<file path="src/rtl/qsp_pkg.sv">
`timescale 1ns / 1ps
// Shared constants, codes and types for the queued sample player.
package qsp_pkg;

	localparam int QUEUE_DEPTH   = 8;
	localparam int FRACTION_BITS = 16;

	localparam int ADDR_W     = 24;
	localparam int LEN_W      = 24;
	localparam int STEP_W     = 24;
	localparam int RADDR_W    = 25;
	localparam int IDX_IN_W   = 4;
	localparam int CNT_PORT_W = 4;

	localparam int CNT_W = $clog2(QUEUE_DEPTH + 1);
	localparam int SEL_W = (QUEUE_DEPTH > 1) ? $clog2(QUEUE_DEPTH) : 1;
	localparam int CMP_W = ((CNT_W > IDX_IN_W) ? CNT_W : IDX_IN_W) + 1;
	localparam int ACC_W = ((FRACTION_BITS > STEP_W) ? FRACTION_BITS : STEP_W) + 1;

	typedef enum logic [1:0] {
		FUNC_APPEND = 2'd0,
		FUNC_START  = 2'd1,
		FUNC_TICK   = 2'd2,
		FUNC_NONE   = 2'd3
	} func_t;

	typedef enum logic [1:0] {
		ST_OK        = 2'd0,
		ST_FULL      = 2'd1,
		ST_BAD_INDEX = 2'd2
	} status_t;

	typedef struct packed {
		logic [ADDR_W-1:0] addr;
		logic [LEN_W-1:0]  len;
		logic [STEP_W-1:0] step;
	} seg_t;

	typedef struct packed {
		logic start;  // checked start, index in range
		logic tick;
	} play_cmd_t;

endpackage

</file>
<file path="src/rtl/qsp_seg_queue.sv">
`timescale 1ns / 1ps
// Segment queue: descriptor table and fill count.
module qsp_seg_queue import qsp_pkg::*; (
	input  logic             clk,
	input  logic             arst_n,
	input  logic             wr_en,
	input  seg_t             wr_seg,
	input  logic [CMP_W-1:0] rd_sel,
	output seg_t             rd_seg,
	output logic             full,
	output logic [CNT_W-1:0] count,
	output logic [CNT_W-1:0] count_nxt
);

	seg_t             tab_q [QUEUE_DEPTH];
	logic [CNT_W-1:0] count_q;
	logic             wr_ok;

	assign count     = count_q;
	assign full      = (count_q >= CNT_W'(QUEUE_DEPTH));
	assign wr_ok     = wr_en && !full;
	assign count_nxt = count_q + CNT_W'(wr_ok);

	always_ff @(posedge clk or negedge arst_n) begin
		if (!arst_n) begin
			count_q <= '0;
		end else begin
			count_q <= count_nxt;
		end
	end

	// entries never written read as don't-care; only indices below the count are used
	always_ff @(posedge clk) begin
		if (wr_ok) begin
			tab_q[count_q[SEL_W-1:0]] <= wr_seg;
		end
	end

	always_comb begin
		if (rd_sel < CMP_W'(QUEUE_DEPTH)) begin
			rd_seg = tab_q[rd_sel[SEL_W-1:0]];
		end else begin
			rd_seg = '0;
		end
	end

endmodule

</file>
<file path="src/rtl/qsp_playback.sv">
`timescale 1ns / 1ps
// Playback state and phase accumulator.
module qsp_playback import qsp_pkg::*; (
	input  logic               clk,
	input  logic               arst_n,
	input  play_cmd_t          cmd,
	input  logic [CMP_W-1:0]   start_sel,
	input  logic [CNT_W-1:0]   count,
	input  seg_t               rd_seg,
	output logic [CMP_W-1:0]   rd_sel,
	output logic [RADDR_W-1:0] read_address,
	output logic               sample_valid,
	output logic               running_nxt
);

	logic [CNT_W-1:0]         cur_q;
	logic [ADDR_W-1:0]        base_q;
	logic [LEN_W-1:0]         len_q;
	logic [STEP_W-1:0]        step_q;
	logic [RADDR_W-1:0]       idx_q;
	logic [FRACTION_BITS-1:0] frac_q;
	logic                     run_q;

	logic [CNT_W-1:0]         cur_d;
	logic [ADDR_W-1:0]        base_d;
	logic [LEN_W-1:0]         len_d;
	logic [STEP_W-1:0]        step_d;
	logic [RADDR_W-1:0]       idx_d;
	logic [FRACTION_BITS-1:0] frac_d;
	logic                     run_d;

	logic [CMP_W-1:0] nxt_sel;
	logic             have_nxt;
	logic             at_end;
	logic [ACC_W-1:0] acc;

	assign nxt_sel  = CMP_W'(cur_q) + CMP_W'(1);
	assign have_nxt = (nxt_sel < CMP_W'(count));
	assign at_end   = (idx_q >= RADDR_W'(len_q));
	assign rd_sel   = cmd.start ? start_sel : nxt_sel;

	always_comb begin
		cur_d        = cur_q;
		base_d       = base_q;
		len_d        = len_q;
		step_d       = step_q;
		idx_d        = idx_q;
		frac_d       = frac_q;
		run_d        = run_q;
		acc          = '0;
		sample_valid = 1'b0;
		read_address = '0;
		if (cmd.start) begin
			cur_d  = start_sel[CNT_W-1:0];
			base_d = rd_seg.addr;
			len_d  = rd_seg.len;
			step_d = rd_seg.step;
			idx_d  = '0;
			frac_d = '0;
			run_d  = 1'b1;
		end else if (cmd.tick && run_q) begin
			if (at_end) begin
				if (!have_nxt) begin
					run_d = 1'b0;
				end else begin
					cur_d  = nxt_sel[CNT_W-1:0];
					base_d = rd_seg.addr;
					len_d  = rd_seg.len;
					step_d = rd_seg.step;
					idx_d  = '0;
					frac_d = '0;
				end
			end
			// empty freshly loaded segment gives one silent tick
			if (run_d && (idx_d < RADDR_W'(len_d))) begin
				sample_valid = 1'b1;
				read_address = RADDR_W'(base_d) + idx_d;
				acc          = ACC_W'(frac_d) + ACC_W'(step_d);
				idx_d        = idx_d + RADDR_W'(acc >> FRACTION_BITS);
				frac_d       = acc[FRACTION_BITS-1:0];
			end
		end
	end

	assign running_nxt = run_d;

	always_ff @(posedge clk or negedge arst_n) begin
		if (!arst_n) begin
			cur_q  <= '0;
			base_q <= '0;
			len_q  <= '0;
			step_q <= '0;
			idx_q  <= '0;
			frac_q <= '0;
			run_q  <= 1'b0;
		end else begin
			cur_q  <= cur_d;
			base_q <= base_d;
			len_q  <= len_d;
			step_q <= step_d;
			idx_q  <= idx_d;
			frac_q <= frac_d;
			run_q  <= run_d;
		end
	end

endmodule

</file>
<file path="src/rtl/queued_sample_player.sv">
`timescale 1ns / 1ps
// Queued sample player top level: input register, queue, playback, result register.
//
// Usage
//   A transaction is accepted on a rising edge with start high and busy low.
//   func selects the operation: append a segment (seg_address, seg_length,
//   seg_step), start playing the queued segment at start_index, or tick.
//   Every accepted transaction yields exactly one result, shown for one
//   cycle with done high: read_address/sample_valid for a tick, status for
//   append and start, and playing/queue_count as they stand afterwards.
// Pipeline and throughput
//   The transaction lands in the input register at the accepting edge,
//   and the next edge updates the state and loads the result register.
//   One transaction per cycle is sustained; busy is never raised, since each
//   transaction is finished by one pass through the queue read mux, the end
//   of segment compare and the phase accumulator add.
// Reset
//   arst_n clears the queue count, the playback state (stopped) and the
//   strobes at once. Queue entries are not cleared; only entries below the
//   count are ever read.
// Back-pressure
//   None: the receiver must take every result in the cycle done is high.
module queued_sample_player import qsp_pkg::*; (
	input  logic                  clk,
	input  logic                  arst_n,
	input  logic                  start,
	output logic                  busy,
	input  logic [1:0]            func,
	input  logic [ADDR_W-1:0]     seg_address,
	input  logic [LEN_W-1:0]      seg_length,
	input  logic [STEP_W-1:0]     seg_step,
	input  logic [IDX_IN_W-1:0]   start_index,
	output logic                  done,
	output logic [RADDR_W-1:0]    read_address,
	output logic                  sample_valid,
	output logic                  playing,
	output logic [1:0]            status,
	output logic [CNT_PORT_W-1:0] queue_count
);

	// input register
	logic                vld_s1;
	func_t               func_s1;
	seg_t                seg_s1;
	logic [IDX_IN_W-1:0] sidx_s1;

	// result register
	logic                  done_s2;
	logic [RADDR_W-1:0]    raddr_s2;
	logic                  svalid_s2;
	logic                  playing_s2;
	status_t               status_s2;
	logic [CNT_PORT_W-1:0] qcount_s2;

	logic                  accept;
	logic                  is_append;
	logic                  is_start;
	logic                  start_ok;
	logic [CMP_W-1:0]      start_sel;
	play_cmd_t             cmd;
	logic [CMP_W-1:0]      rd_sel;
	seg_t                  rd_seg;
	logic                  q_full;
	logic [CNT_W-1:0]      q_count;
	logic [CNT_W-1:0]      q_count_nxt;
	logic [RADDR_W-1:0]    pb_raddr;
	logic                  pb_svalid;
	logic                  pb_running;
	status_t               status_d;

	assign busy   = 1'b0;
	assign accept = start && !busy;

	always_ff @(posedge clk or negedge arst_n) begin
		if (!arst_n) begin
			vld_s1 <= 1'b0;
		end else begin
			vld_s1 <= accept;
		end
	end

	always_ff @(posedge clk) begin
		if (accept) begin
			func_s1     <= func_t'(func);
			seg_s1.addr <= seg_address;
			seg_s1.len  <= seg_length;
			seg_s1.step <= seg_step;
			sidx_s1     <= start_index;
		end
	end

	// decode; an unused func code falls through with no effect
	assign is_append = vld_s1 && (func_s1 == FUNC_APPEND);
	assign is_start  = vld_s1 && (func_s1 == FUNC_START);
	assign start_sel = CMP_W'(sidx_s1);
	assign start_ok  = (start_sel < CMP_W'(q_count));
	assign cmd.start = is_start && start_ok;
	assign cmd.tick  = vld_s1 && (func_s1 == FUNC_TICK);

	qsp_seg_queue u_queue (
		.clk       (clk),
		.arst_n    (arst_n),
		.wr_en     (is_append),
		.wr_seg    (seg_s1),
		.rd_sel    (rd_sel),
		.rd_seg    (rd_seg),
		.full      (q_full),
		.count     (q_count),
		.count_nxt (q_count_nxt)
	);

	qsp_playback u_playback (
		.clk          (clk),
		.arst_n       (arst_n),
		.cmd          (cmd),
		.start_sel    (start_sel),
		.count        (q_count),
		.rd_seg       (rd_seg),
		.rd_sel       (rd_sel),
		.read_address (pb_raddr),
		.sample_valid (pb_svalid),
		.running_nxt  (pb_running)
	);

	always_comb begin
		status_d = ST_OK;
		if (is_append && q_full) begin
			status_d = ST_FULL;
		end else if (is_start && !start_ok) begin
			status_d = ST_BAD_INDEX;
		end
	end

	always_ff @(posedge clk or negedge arst_n) begin
		if (!arst_n) begin
			done_s2 <= 1'b0;
		end else begin
			done_s2 <= vld_s1;
		end
	end

	always_ff @(posedge clk) begin
		if (vld_s1) begin
			raddr_s2   <= pb_raddr;
			svalid_s2  <= pb_svalid;
			playing_s2 <= pb_running;
			status_s2  <= status_d;
			qcount_s2  <= CNT_PORT_W'(q_count_nxt);
		end
	end

	assign done         = done_s2;
	assign read_address = raddr_s2;
	assign sample_valid = svalid_s2;
	assign playing      = playing_s2;
	assign status       = status_s2;
	assign queue_count  = qcount_s2;

endmodule

</file>
<file path="config.mk">
export PLATFORM = sky130hd
export DESIGN_NAME = queued_sample_player
export DESIGN_NICKNAME = d
export VERILOG_FILES = /design/src/rtl/qsp_pkg.sv /design/src/rtl/qsp_seg_queue.sv /design/src/rtl/qsp_playback.sv /design/src/rtl/queued_sample_player.sv
export SDC_FILE = /design/constraint.sdc
export NUM_CORES = 1
export LEC_CHECK = 0
export ABC_AREA = 1
export BUFFER_PORTS_ARGS = -buffer_cell sky130_fd_sc_hd__clkbuf_2
export CORE_ASPECT_RATIO = 1.1
export CORE_MARGIN = 2
export CORE_UTILIZATION = 25
export DETAILED_ROUTE_END_ITERATION = 12
export PLACE_DENSITY = 0.36
export SETUP_SLACK_MARGIN = 0.5
export SYNTH_ARGS = -nofsm -noshare
export SYNTH_HDL_FRONTEND = slang
export SYNTH_HIERARCHICAL = 1
export SYNTH_SLANG_ARGS = --single-unit
</file>
<file path="constraint.sdc">
create_clock -name clk -period 8.4 [get_ports clk]
set_input_delay 0.42 -clock clk [delete_from_list [all_inputs] [get_ports clk]]
set_output_delay 0.42 -clock clk [all_outputs]
set_load 0.02 [all_outputs]
</file>
==> results.md, run 1 <==
* P&R area growth vs syn at 17.03%
* First-pass GRT wire length at 176.6 mm
* CTS tree: done
* Library cells used by synthesis at 54
* Clock share of power at 0.212
* Vias per cell at 4.187
* Ports at 116
* Clock buffer depth at 3
* Post-synthesis cell area at 0.03908 mm2
* Tcrit/Tclk final at 0.8279
* R2r endpoint: u_playback/idx_q[20]
* Reg-to-Reg Start: u_queue/count[3]
* Drc violations at 0
* Int Power at 10.12 mW
* Tmin final at 6.955 ns
* Synthesized flop and latch total at 811
* Worst relative slew slack at 0.3332
* Worst min-delay path class: in -> reg
* Yosys top cell area share at 0.5278
* Critical Path Start: u_queue/count[3]
* DR pass1 iterations at 5
* Setup TNS at 0 ns
* Core Rows at 152
* Area leader, netlist: edfxtp_1
* N_diodes at 0
* Root Buffer: clkbuf_16
* Lkg Pwr at 20.18 nW
* Crit path largest cell delay at 0.52 ns
* Die Span Y at 418.7 um
* Num CTS Buffers at 99
* Iteration-0 DRC Markers at 1512
* Syn Area/Cell at 9.398 um2
* Share of layout cells above drive strength 1 at 0.07830
* Largest cells by area after synthesis: edfxtp_1 53%, nand2_1 10%, dfrtp_1 7.9%
* Worst-path maximum fanout at 47
* Routed wire per std cell at 17.91 um
* DR vias at 27150
* Slowest stage cell, crit path: inv_6
* WP data required at 9.01 ns
* Critical path class: reg -> reg
* Top cells by count, synth: 1083 x nand2_1, 806 x inv_1, 687 x edfxtp_1
* Largest net degree at the start of global routing at 130
* GRT overflow at 0
* Syn. warnings at 6
* Final core occ at 0.2940
* F_max at 143.8 MHz
* Post-Syn Instances at 4159
* Chip Width at 381.0 um
* CTS sink cnt at 811
* Switch Pwr at 9.236 mW
* Worst Min Path Start: start
* Count leader, synth: nand2_1
* Clock slew at reported path FFs at 0.06 ns
* H-tree Lvls at 3
* Max-cap violations at 0
* Outcome: finished, final reports clean
* Fraction of registers with async set/reset at 0.1529
* Cell Pwr Density at 423.1 mW/mm2
* Layout net count at 4516
* Crit path DAT at 7.57 ns
* Sequential Power Share at 0.263
* Routed wire length at 116.1 mm
* Clk_skew at 0.02844 ns
* Final worst slack at 1.445 ns
* Input/output buffers at 114
* Pre-CTS setup slack at 1.257 ns
* Peak VDD IR at 453.1 uV
* Sequential share of the synthesized area at 0.6072
* Worst-margin pin slew at 1.000 ns
* Unrepaired setup endpoints after global routing: false
* R2R cell count at 43
* Slew Limit Fails at 0
* Startpoint Class: flop
* # setup viols final at 0
* CP most frequent cell: nand2_1
* Antenna Nets Post-Route at 0
* Vias in the first global route at 27040
* Synth Flop Type: edfxtp_1
* Comb power frac at 0.524
* CP top delay family: simple AND/OR/NAND/NOR gates
* EDFF count, synth at 687
* Die area at 0.1595 mm2
* Crit path buf inv count at 6
* Hold depth at 1
* Clock latency on the worst-skew pair at 0.72 ns
* Initial Util at 0.2512
* Hold Path End: seg_s1[16]
* Gr usage total at 0.1468
* Initial antenna violation count at 1
* Core Area at 0.1556 mm2
* Gp weighted congestion at 0.7876
* Final HPWL DP at 68.14 mm
* Final hold viol count at 0
* Switching share of power at 0.4772
* Total power at 19.35 mW
* Crit path capture type: flop
* Flop2flop setup slack at 1.45 ns
[sequential cells by signal, indices dropped and copies added (netlist names)]
signal and flops:
u_queue/count 4, sidx_s1 4, seg_s1 72, u_playback/cur_q 4, done 1, queue_count 4, u_playback/run_q 1, read_address 25
u_queue/tab_q 576, vld_s1 1, u_playback/frac_q 16, u_playback/idx_q 25, u_playback/step_q 24, status 2, u_playback/base_q 24, u_playback/len_q 24
sample_valid 1, playing 1, func_s1 2
[worst reg2reg max path, delay by kind of cell, from the launching register on]
kind	cells	cell delay, ns
fa+ha+maj	5	1.16
simple gates	25	2.91
xor+xnor	1	0.21
buf+inv	6	1.12
compound gates	6	1.02
flops	1	0.42
[power groups by stage]
stage / sequential [mW] / combinational [mW] / clock, mW
after detailed placement: 5.19 / 10.3 / 0
after global routing: 5.16 / 11.6 / 4.44
after floorplan: 5.12 / 7.04 / 0
final: 5.10 / 10.1 / 4.11
after CTS: 5.11 / 10.4 / 4.28
after global placement: 5.19 / 10.4 / 0
[metrics by stage]
step	hold WS, ns	instances	cell area (um2)
global route	0.2728	6485	45740
global placement	0.5091	6225	41890
floorplan	0.1244	4160	39090
finish	0.2659	6485	45740
CTS	0.2366	6485	45740
detailed placement	0.5206	6225	41890
[layout by cell type, fill, tap and decap left out, drive strengths merged, types with 3 or more instances in the layout]
cell type and n:
a31oi 7, edfxtp 687, o21ai 226, o21bai 10, nor2 288, clkinvlp 5, nand2 1088, nand4 11
inv 817, o21a 3, nand3b 3, nor4 5, o22ai 3, clkbuf 257, xnor2 19, nor3 8
dlygate4sd3 79, a21o 3, fa 3, nand3 461, dfrtp 124, clkinv 24, ha 106, a21oi 72
buf 49, a21boi 5, xor2 30
[metal layers]
layer  up-vias  wire length (um)  GRT usage
li1      13630                 -          -
met1     13020             55750     0.1985
met2       370             54700     0.2469
met3       135              3374    0.01797
met4         0              2327    0.04053
met5         -                 0          0
[worst max path at each step]
stage,cells after the start,end
global placement,45,u_playback/idx_q[22]
floorplan,43,u_playback/idx_q[24]
global route,46,u_playback/idx_q[24]
detailed placement,45,u_playback/idx_q[20]
CTS,46,u_playback/idx_q[24]
finish,43,u_playback/idx_q[20]
[what timing repair did]
item,in CTS,in global routing
endpoints found under the setup margin,0,4
buffers inserted,0,0
hold buffers,79,0
gates resized for setup,0,1
endpoints found under the hold margin,143,0
[final cells by class]
class | count | area [um2]
Multi-Input combinational cell | 2362 | 11500
Clock inverter | 36 | 307.8
Timing Repair Buffer | 240 | 1785
Sequential cell | 811 | 23730
Tap cell | 2079 | 2601
Fill cell | 16580 | 109800
Inverter | 812 | 3063
Clock buffer | 145 | 2753
[cell families (layout without fill, tap and decap cells)]
family / Yosys count / after routing / synth area share
muxes: 1 / 1 / 0.0002881
other: 1 / 2 / 0.00009594
and+or+nand+nor: 1867 / 1867 / 0.1987
buffers and inverters: 987 / 1233 / 0.1013
DFF: 811 / 811 / 0.6072
AOI/OAI and AO/OA: 334 / 334 / 0.04594
xor gates and xnor gates: 49 / 49 / 0.01098
adders and majority gates: 109 / 109 / 0.03547
Power figures use the tool's default switching activity.
==> run 2: changes to the inputs <==
ABC_AREA = 0   (was 1)
clock period = 7 ns   (was 8.4 ns; I/O delays follow)
==> run 2 against run 1 <==
The run now ends with setup timing left; via count fell by 21%; flip-flop and latch count did not move; die area shrank 9.5%; final cell count fell by 27%; critical endpoint is now u_playback/idx_q[16]; synthesized cell count fell by 42%; register-to-register slack lost 1.5 ns; area after synthesis shrank 9.6%; total power is 13% higher; sequential share of layout area increased by 1.7 points; largest cell class unchanged; maximum frequency decreased by 1.7%; sequential power grew 19%.
==> results.md, run 2 <==
* Crit path largest cell delay at 0.53 ns (about the same)
* Ports at 116 (unchanged)
* Worst hold slack at 0.2098 ns (-0.05609 ns)
* Final hold viol count at 0 (unchanged)
* Worst-margin pin slew at 0.8817 ns (-0.1186 ns)
* Vias in the first global route at 22100 (-18%)
* Clock buffer depth at 3 (unchanged)
* First-pass GRT wire length at 149.0 mm (-16%)
* Post-Syn Instances at 2413 (-42%)
* Antenna Nets Post-Route at 0 (unchanged)
* DR pass1 iterations at 5 (unchanged)
* Largest net degree at the start of global routing at 96 (-26%)
* Syn Area/Cell at 14.65 um2 (+56%)
* Routed wire length at 102.5 mm (-12%)
* Post-Place Cells at 4424 (-29%)
* F_max at 141.4 MHz (-1.7%)
* Total power at 21.87 mW (+13%)
* Tmin final at 7.073 ns (+0.1180 ns)
* Final core occ at 0.3157 (+0.02169)
* Slowest stage cell, crit path: or4_4
* Num CTS Buffers at 95 (-4.0%)
* Reg-to-Reg Start: sidx_s1[1]
* Share of layout cells above drive strength 1 at 0.2112 (+0.1329)
* Clock latency on the worst-skew pair at 0.72 ns (about the same)
* Crit path capture type: flop
* Lkg Pwr at 17.11 nW (-15%)
* Iteration-0 DRC Markers at 1262 (-17%)
* Count leader, synth: edfxtp_1
* N_diodes at 0 (unchanged)
* Largest cells by area after synthesis: edfxtp_1 58%, mux2i_1 9.1%, dfrtp_1 8.8%
* Unrepaired setup endpoints after global routing: true
* R2r endpoint: u_playback/idx_q[16]
* Cell Pwr Density at 494.2 mW/mm2 (+17%)
* Final HPWL DP at 61.76 mm (-9.4%)
* Syn. warnings at 6 (unchanged)
* Initial Util at 0.2522 (+0.0009304)
* Sequential share of the synthesized area at 0.6714 (+0.06420)
* Commonest non-fill, non-tap cell in the layout: edfxtp_1
* Slew Limit Fails at 0 (unchanged)
* Worst-path maximum fanout at 5 (-89%)
* # setup viols final at 8 (+8)
* Non-Filler Instances at 4732 (-27%)
* Critical Path Start: sidx_s1[1]
* WP data required at 7.66 ns (-1.35 ns)
* P&R area growth vs syn at 25.20%
* Yosys top cell area share at 0.5836 (+0.05581)
* Core Rows at 144 (-5.3%)
* EDFF count, synth at 687 (unchanged)
* Clock slew at reported path FFs at 0.06 ns (about the same)
* Routed wire per std cell at 21.67 um (+21%)
* Failing checks: setup timing
* Synth Flop Type: edfxtp_1
* Tcrit/Tclk final at 1.010 (+0.1824)
* H-tree Lvls at 3 (unchanged)
* Crit path DAT at 7.73 ns (+0.16 ns)
* Chip Width at 362.5 um (-4.8%)
* DR vias at 21440 (-21%)
* Input/output buffers at 114 (unchanged)
* Layout net count at 3017 (-33%)
* Area leader, netlist: edfxtp_1
* Fraction of registers with async set/reset at 0.1529 (unchanged)
* Final worst slack at -0.07267 ns (-1.518 ns)
* Gr usage total at 0.1404 (-0.006452)
* Top cells by count, synth: 687 x edfxtp_1, 320 x mux2i_1, 208 x nand2_1
* Setup TNS at -0.2568 ns (-0.2568 ns)
* CTS tree: done
* Die area at 0.1444 mm2 (-9.5%)
* Critical path class: reg -> reg
* CTS sink cnt at 811 (unchanged)
* Peak VDD IR at 463.9 uV (+2.4%)
* Die Span Y at 398.4 um (-4.9%)
* Post-synthesis cell area at 0.03535 mm2 (-9.6%)
* Initial antenna violation count at 6 (+5)
* Root Buffer: clkbuf_16
* Most frequent cells in the layout: 687 x edfxtp_1, 314 x mux2i_1, 204 x nand2_1, 194 x buf_4, 136 x o22ai_1
* Worst setup path endpoint: u_playback/idx_q[16]
* Worst relative slew slack at 0.4122 (+0.07903)
* Outcome: finished with violations
* Core Area at 0.1402 mm2 (-9.9%)
* GRT overflow at 0 (unchanged)
* CP most frequent cell: a21o_1
* Synthesized flop and latch total at 811 (unchanged)
* Worst min-delay path class: in -> reg
* Drc violations at 0 (unchanged)
* Max-cap violations at 0 (unchanged)
* Vias per cell at 4.531 (+8.2%)
* Library cells used by synthesis at 82 (+52%)
* Clk_skew at 0.03332 ns (+0.004882 ns)
* Gp weighted congestion at 0.8089 (+2.7%)
* R2R cell count at 30 (-30%)
* Startpoint Class: flop
* Number of flip-flops in the largest register at 576 (unchanged)
* Flop2flop setup slack at -0.07 ns (-1.52 ns)
-- run 2: per-layer routing --
layer | wire, um | part of all wire | GRT usage | vias up
li1 | - | - | - | 10050
met5 | 0 | 0 | 0 | -
met4 | 2239 | 0.022 | 0.04364 | 0
met1 | 47440 | 0.46 | 0.1862 | 10900
met3 | 3606 | 0.035 | 0.02252 | 119
met2 | 49240 | 0.48 | 0.2347 | 375
-- run 2: layout make-up --
type	instances	area, um2
Fill cell	13840	95920
Clock inverter	48	461.7
Tap cell	1825	2283
Multi-Input combinational cell	1450	11610
Timing Repair Buffer	419	3378
Clock buffer	129	2577
Sequential cell	811	23730
Inverter	50	205.2
-- run 2: critical path: cells and delay by family, from the launching register on --
family / cells / cell delay, ns
DFF: 1 / 0.39
muxes: 4 / 1.00
xor gates and xnor gates: 1 / 0.15
adders and majority gates: 4 / 1.16
and+or+nand+nor: 9 / 1.97
buffers and inverters: 1 / 0.17
AOI/OAI and AO/OA: 11 / 2.18
-- run 2: how the worst min path moves through the flow --
stage	startpoint	to	cells after the start
after floorplan	arst_n	done	0
after global placement	u_playback/step_q[13]	u_playback/step_q[13]	2
after detailed placement	u_playback/step_q[23]	u_playback/step_q[23]	2
after CTS	start	vld_s1	1
after global routing	start	vld_s1	1
final	start	vld_s1	1
-- run 2: kinds of logic after synthesis --
| kind of cell | after synthesis | share of synthesized area |
|---|---|---|
| adder cells (fa/ha/maj) | 109 | 0.03922 |
| AND/OR/NAND/NOR | 534 | 0.07614 |
| AO/OA/AOI/OAI | 374 | 0.06963 |
| multiplexers | 376 | 0.1085 |
| buffers and inverters | 157 | 0.02241 |
| other | 1 | 0.0001061 |
| flip-flops | 811 | 0.6714 |
| XOR/XNOR | 51 | 0.01264 |
-- run 2: what timing repair did --
| item | 4_1_cts | 5_1_grt |
|---|---|---|
| endpoints found under the hold margin | 149 | 0 |
| setup buffers | 25 | 20 |
| cloned | 4 | 3 |
| endpoints found under the setup margin | 22 | 47 |
| resized for setup | 41 | 91 |
| pin swaps | 31 | 28 |
| hold buffers | 79 | 0 |
-- run 2: per-stage QoR --
step                setup slack, ns  area [um2]
floorplan                   0.08768       35540
global placement            -0.2851       39310
detailed placement          -0.3326       39310
CTS                        -0.05649       43610
global route                -0.4312       44250
finish                     -0.07267       44250
-- run 2: power by group --
group          internal (mW)  switching (mW)  total (mW)
Sequential              5.77           0.287        6.06
Combinational           4.81            6.13        10.9
Clock                   2.82            2.06        4.87
